==> src/rtl/core/bsfs_pkg.sv <==
`default_nettype none

package bsfs_pkg;

    localparam int MAX_SEGMENTS    = 256;
    localparam int SEG_IDX_W       = (MAX_SEGMENTS > 1) ? $clog2(MAX_SEGMENTS) : 1;
    localparam int COUNT_W         = $clog2(MAX_SEGMENTS + 1);
    localparam int COORD_FRAC_BITS = 24;
    localparam int COORD_W         = 32;
    localparam int INDEX_W         = 8;
    localparam int CFG_W           = 9;
    localparam int FIELD_W         = 48;
    localparam int VEC_W           = COORD_W + 2;
    localparam int QUEUE_DEPTH     = 2;
    localparam int APB_DATA_W      = 32;
    localparam int PADDR_W         = 3;

    localparam logic [PADDR_W-3:0] REG_SEGMENTS_IN_USE = '0;
    localparam logic [CFG_W-1:0]   SEGMENTS_RESET      = CFG_W'(1);

    typedef enum logic [1:0] {
        ITEM_LOAD,
        ITEM_EVAL,
        ITEM_DROP
    } item_kind_t;

    typedef struct packed {
        item_kind_t                kind;
        logic [INDEX_W-1:0]        idx;
        logic signed [VEC_W-1:0]   ax;
        logic signed [VEC_W-1:0]   ay;
        logic signed [VEC_W-1:0]   az;
        logic signed [VEC_W-1:0]   bx;
        logic signed [VEC_W-1:0]   by;
        logic signed [VEC_W-1:0]   bz;
    } work_item_t;

    typedef struct packed {
        logic signed [VEC_W-1:0]   dir_x;
        logic signed [VEC_W-1:0]   dir_y;
        logic signed [VEC_W-1:0]   dir_z;
        logic signed [VEC_W-1:0]   mid_x;
        logic signed [VEC_W-1:0]   mid_y;
        logic signed [VEC_W-1:0]   mid_z;
    } seg_entry_t;

    typedef enum logic [3:0] {
        S_IDLE,
        S_FETCH,
        S_CHECK,
        S_MAG,
        S_MAX,
        S_NORM,
        S_APPLY,
        S_MUL,
        S_SQRT,
        S_CUBE1,
        S_CUBE2,
        S_DIV,
        S_SCALE,
        S_SHIFT,
        S_FINISH
    } engine_state_t;

endpackage

`default_nettype wire

==> src/rtl/core/bsfs_queue.sv <==
`default_nettype none

module bsfs_queue
    import bsfs_pkg::*;
(
    input  logic       clk,
    input  logic       rst_n,
    input  logic       wr_en,
    input  work_item_t wr_item,
    output logic       q_full,
    input  logic       rd_en,
    output work_item_t rd_item,
    output logic       q_empty
);

    localparam int PTR_W = (QUEUE_DEPTH > 1) ? $clog2(QUEUE_DEPTH) : 1;
    localparam int CNT_W = $clog2(QUEUE_DEPTH + 1);

    work_item_t       slot_mem [QUEUE_DEPTH];
    logic [PTR_W-1:0] wr_ptr_reg;
    logic [PTR_W-1:0] wr_ptr_next;
    logic [PTR_W-1:0] rd_ptr_reg;
    logic [PTR_W-1:0] rd_ptr_next;
    logic [CNT_W-1:0] count_reg;
    logic [CNT_W-1:0] count_next;
    logic             do_wr;
    logic             do_rd;

    assign q_full  = count_reg == CNT_W'(QUEUE_DEPTH);
    assign q_empty = count_reg == '0;
    assign do_wr   = wr_en && !q_full;
    assign do_rd   = rd_en && !q_empty;
    assign rd_item = slot_mem[rd_ptr_reg];

    always_comb
    begin
        wr_ptr_next = wr_ptr_reg;
        rd_ptr_next = rd_ptr_reg;
        count_next  = count_reg;
        if (do_wr)
        begin
            wr_ptr_next = (wr_ptr_reg == PTR_W'(QUEUE_DEPTH - 1)) ? '0 : wr_ptr_reg + 1'b1;
        end
        if (do_rd)
        begin
            rd_ptr_next = (rd_ptr_reg == PTR_W'(QUEUE_DEPTH - 1)) ? '0 : rd_ptr_reg + 1'b1;
        end
        if (do_wr && !do_rd)
        begin
            count_next = count_reg + 1'b1;
        end
        else if (do_rd && !do_wr)
        begin
            count_next = count_reg - 1'b1;
        end
    end

    always_ff @(posedge clk or negedge rst_n)
    begin
        if (!rst_n)
        begin
            wr_ptr_reg <= '0;
            rd_ptr_reg <= '0;
            count_reg  <= '0;
        end
        else
        begin
            wr_ptr_reg <= wr_ptr_next;
            rd_ptr_reg <= rd_ptr_next;
            count_reg  <= count_next;
        end
    end

    always_ff @(posedge clk)
    begin
        if (do_wr)
        begin
            slot_mem[wr_ptr_reg] <= wr_item;
        end
    end

endmodule

`default_nettype wire

==> config.mk <==
export PLATFORM = sky130hd
export DESIGN_NAME = bsfs_queue
export DESIGN_NICKNAME = d
export VERILOG_FILES = /design/src/rtl/core/bsfs_pkg.sv /design/src/rtl/core/bsfs_queue.sv
export SDC_FILE = /design/constraint.sdc
export NUM_CORES = 1
export LEC_CHECK = 0
export ABC_AREA = 1
export BUFFER_PORTS_ARGS = -buffer_cell sky130_fd_sc_hd__buf_2
export CAP_MARGIN = 40
export CORE_ASPECT_RATIO = 1.5
export CORE_MARGIN = 4
export CORE_UTILIZATION = 25
export DETAILED_ROUTE_END_ITERATION = 12
export GPL_TIMING_DRIVEN = 0
export SETUP_SLACK_MARGIN = 0.02
export SLEW_MARGIN = 20
export SYNTH_ARGS = -nofsm -noshare
export SYNTH_HDL_FRONTEND = slang
export SYNTH_SLANG_ARGS = --single-unit
==> constraint.sdc <==
create_clock -name clk -period 10.5 [get_ports clk]
set_clock_uncertainty 0.2 [all_clocks]
set_input_delay 2.1 -clock clk [delete_from_list [all_inputs] [get_ports clk]]
set_output_delay 2.1 -clock clk [all_outputs]
set_load 0.01 [all_outputs]
Word level (Yosys, flattened, before mapping):

Memory sizes are Yosys's and may differ from the RTL's.
Index checks and enable logic that the tools add are counted.

* output and inout port bits: 216
* bits in writable memories: 428
* memories: 1
* bits in registers: 4
* logic and storage cells: 25
* input port bits: 218

Memory list
* slot_mem: words 2, width 214, rd ports 1, clocked after memory_dff 0, write ports 1, RTL line bsfs_queue.sv:19 `work_item_t slot_mem [QUEUE_DEPTH];`

* eq/ne operators: 1
* reduce and logical (&&, ||, !) cells: 10
* add/sub/neg operators: 4
* mux-type cells: 6

Operators with widths (count)
* $logic_and 1x1->1: 4
* $logic_not 1->1: 4
* $mux 1: 4
* $mux 2: 2
* $add 1x1->1 const B: 2
* $add 2x1->2 const B: 1
* $eq 2x2->1 const B: 1
* $logic_not 2->1: 1
* $reduce_bool 2->1: 1
* $sub 2x1->2 const B: 1

Depth between registers and ports, before layout:

* depth after elaboration: 7
* gate-level depth with buffers: 9
* depth with buffers taken out: 9

Worst setup path after synthesis:

OpenSTA, ideal clock, no wires.

* kind: input-to-reg
* start point: input wr_en
* end point: memory slot_mem[1][0] (netlist name) (enable)
* arrival: 11075 ps
* data required time: 9508 ps
* library setup time: 792 ps
* setup slack: -1567 ps
* cell stages on the path: 2
* cells stage by stage: o21ai_0 > nor2_1

* longest elaborated chain between the ends: 3

RTL lines
* start, declared: RTL line bsfs_queue.sv:8 `input logic wr_en,`
* $logic_and 1x1->1: RTL line bsfs_queue.sv:31 `assign do_wr = wr_en && !q_full;`
* $mux 1: RTL line bsfs_queue.sv:76 `if (do_wr)`
* $mux 1 (not written as such): RTL line bsfs_queue.sv:78 `slot_mem[wr_ptr_reg] <= wr_item;`
* end, declared: RTL line bsfs_queue.sv:19

No other way between the ends.

==> metrics.csv <==
stage,metric,value,unit
clock_network,Setup Buffers After CTS,0,
clock_network,total CTS buffers,42,
synth,post-synthesis mux area share,0,
final_layout,Largest register FFs,428,
final_layout,layout cells sized above 1,0.332,
sta,final hold violation count,0,
synth,post-synthesis compound-gate area fraction,0.000632,
route,Post-DRT Antenna Nets,0,
route,drt first pass iters,5,
die,Core Rows,112,
die,initial core utilization,0.254,
synth,#FFs+latches synth,432,
sta,unrepaired setup endpoints after global routing,no,
placement,number of port buffers,433,
worst_setup_path,Crit Path Class,reg2out,
sta,"Setup violations, final",0,
final_layout,fillers,6234,
synth,synth unique cells,16,
die,Core Area,62500,um2
power,switching power of the nets,2.04,mW
route,initial DRC count,486,
power,Pwr Total,5.94,mW
route,Residual DRC,0,
synth,simple-gate share of the synthesized area,0.156,
clock_network,"CTS clk-pin slew, worst paths",0.06,ns
power,Pint,3.90,mW
clock_network,later-pin clock latency in the skew report,0.56,ns
synth,Synth Net Count,1368,
clock_network,"Hold-fix buffers, CTS",0,
final_layout,cell area after layout,20700,um2
global_route,grt ovf,0,
synth,post-synthesis adder-cell area fraction,0.000789,
die,die area,67600,um2
route,DRT Wirelength,41900,um
sta,WHS,0.296,ns
synth,Mapped Avg Cell Area,13.8,um2
global_route,largest net degree at the start of global routing,84,
run,max cap viols,0,
placement,HPWL after DPL,30600,um
synth,Mapped Area,15900,um2
global_route,first-pass GRT wire length,59900,um
synth,XOR/XNOR Fraction of Synth Area,0.000553,
worst_setup_path,worst endpoint required time,8.20,ns
placement,routability cong.,0.753,
sta,Max Freq,231,MHz
synth,Cells after Synth,1149,
clock_network,PostCTS Resize Cnt,0,
power,PD cells,287,nW/um2
die,I/O pins,434,
sta,final period utilization,0.412,
sta,setup TNS,0,ns
worst_setup_path,Critical Path AT,2.02,ns
die,die width,214,um
route,Vias,10000,
clock_network,CTS HTree Levels,2,
power,peak supply drop,177,uV
global_route,number of global-route vias before repair,10300,
global_route,antenna violations before repair,15,
outcome,status,"finished, final reports clean",
power,power share of the clock group,0.254,
worst_setup_path,Critical Path Fanout Max,10,
power,Sw Ratio,0.343,
synth,main combinational cell family by area after synthesis,simple AND/OR/NAND/NOR gates,
sta,Worst Tran Pin Value,0.693,ns
power,Pleak,8.77,nW
clock_network,Sink Count,432,
die,die height,316,um
sta,Max-slew headroom,0.538,
clock_network,Max Root-Sink Buffers,3,
route,Avg WL per Cell,16.9,um
synth,Syn. warnings,0,
placement,"Cell Area, Placed",19300,um2
worst_setup_path,crit end category,output port,
final_layout,nets@finish,1857,
power,Seq pwr share,0.409,
sta,max-slew violations,0,
global_route,GR Util All Layers,0.117,
sta,post-route minimum period,4.32,ns
clock_network,CTS tree,yes,
worst_setup_path,CP Launch Type,flip-flop,
synth,"Seq/Total Area, Yosys",0.817,
power,Gate power share,0.338,
clock_network,CTS root buffer,clkbuf_16,
route,vias per cell,4.05,
min_path,hold crit path type,reg2reg,
final_layout,area delta synth->final,30.6,%
## power by group through the flow
stage / sequential, mW / clock [mW] / combinational (mW)
after floorplan: 2.53 / 0 / 1.07
after global placement: 2.61 / 0 / 1.98
after detailed placement: 2.47 / 0 / 2.08
after CTS: 2.43 / 1.56 / 2.09
after global routing: 2.46 / 1.63 / 2.24
final: 2.43 / 1.51 / 2.01
## synthesized netlist by cell type
| master | instances | area [um2] |
|---|---|---|
| nor2_1 | 4 | 15.0 |
| nand3_1 | 1 | 5.00 |
| dfrtp_1 | 4 | 100 |
| xnor2_1 | 1 | 8.76 |
| buf_8 | 1 | 15.0 |
| nand2_1 | 651 | 2440 |
| buf_4 | 2 | 15.0 |
| inv_1 | 7 | 26.3 |
| inv_4 | 1 | 6.26 |
| o21ai_0 | 2 | 10.0 |
| nand3b_1 | 1 | 7.51 |
| buf_2 | 27 | 135 |
| buf_6 | 17 | 191 |
| nand4_1 | 1 | 6.26 |
| edfxtp_1 | 428 | 12900 |
| ha_1 | 1 | 12.5 |
## cells by family after synthesis
group	Yosys count
and+or+nand+nor	658
buffers and inverters	55
AOI/OAI and AO/OA	2
DFF	432
xor gates and xnor gates	1
adders and majority gates	1
## cell usage in the layout, fill, tap and decap left out, types with 2 or more instances in the layout
master     instances
buf_12             5
buf_16             7
buf_2            460
buf_4              2
buf_6             17
bufinv_16          5
clkbuf_1           7
clkbuf_16         43
clkinv_1           9
clkinv_2           5
dfrtp_1            4
diode_2            8
edfxtp_1         428
inv_1              6
inv_6              4
nand2_1          651
nor2_1             3
o21ai_0            2
## worst paths after layout
kind | slack [ns] | to | start | cells after the start
min in group asynchronous | 1.13 | rd_ptr_reg$_DFFE_PN0P_ | rst_n | 1
worst min register to register | 0.30 | wr_ptr_reg$_DFFE_PN0P_ | wr_ptr_reg$_DFFE_PN0P_ | 2
worst min-delay path | 0.30 | wr_ptr_reg$_DFFE_PN0P_ | wr_ptr_reg$_DFFE_PN0P_ | 2
worst max-delay path | 6.18 | rd_item[22] | rd_ptr_reg$_DFFE_PN0P_ | 6
worst max register to register | 7.97 | slot_mem[0][92]$_DFFE_PP_ | count_reg[1]$_DFFE_PN0P_ | 6
max in group asynchronous | 8.84 | wr_ptr_reg$_DFFE_PN0P_ | rst_n | 1
## worst max-delay path: stages, from the launching register on
cell and delay [ns]:
dfrtp_1 0.35, buf_4 0.19, inv_4 0.13, buf_2 0.31
nand2_1 0.08, nand2_1 0.20, buf_2 0.18
## stage by stage
stage                     setup WS (ns)  utilization  cells
after global routing               5.98        0.331   2470
final                              6.18        0.331   2475
after CTS                          5.99        0.331   2467
after global placement            -1.52        0.304   2380
after detailed placement           6.29        0.309   2392
after floorplan                    2.05            -   1149
## layout make-up
| class | instances | area (um2) | area share |
|---|---|---|---|
| sequential | 432 | 13000 | 0.626 |
| multi-input combinational | 662 | 2520 | 0.122 |
| timing repair buffer | 445 | 2460 | 0.119 |
| clock buffer | 50 | 1100 | 0.0532 |
| tap | 798 | 998 | 0.0482 |
| buffer | 47 | 357 | 0.0172 |
| clock inverter | 25 | 260 | 0.0126 |
| inverter | 8 | 40.0 | 0.00193 |
| antenna | 8 | 20.0 | 0.000967 |
## routing by layer
metal / vias up / part of all wire / global-route usage
li1: 4875 / - / -
met3: 64 / 0.095 / 0.0440
met5: - / 0.00064 / 0
met2: 370 / 0.51 / 0.209
met1: 4720 / 0.37 / 0.125
met4: 4 / 0.030 / 0.0400
(Power assumes the default switching activity.)
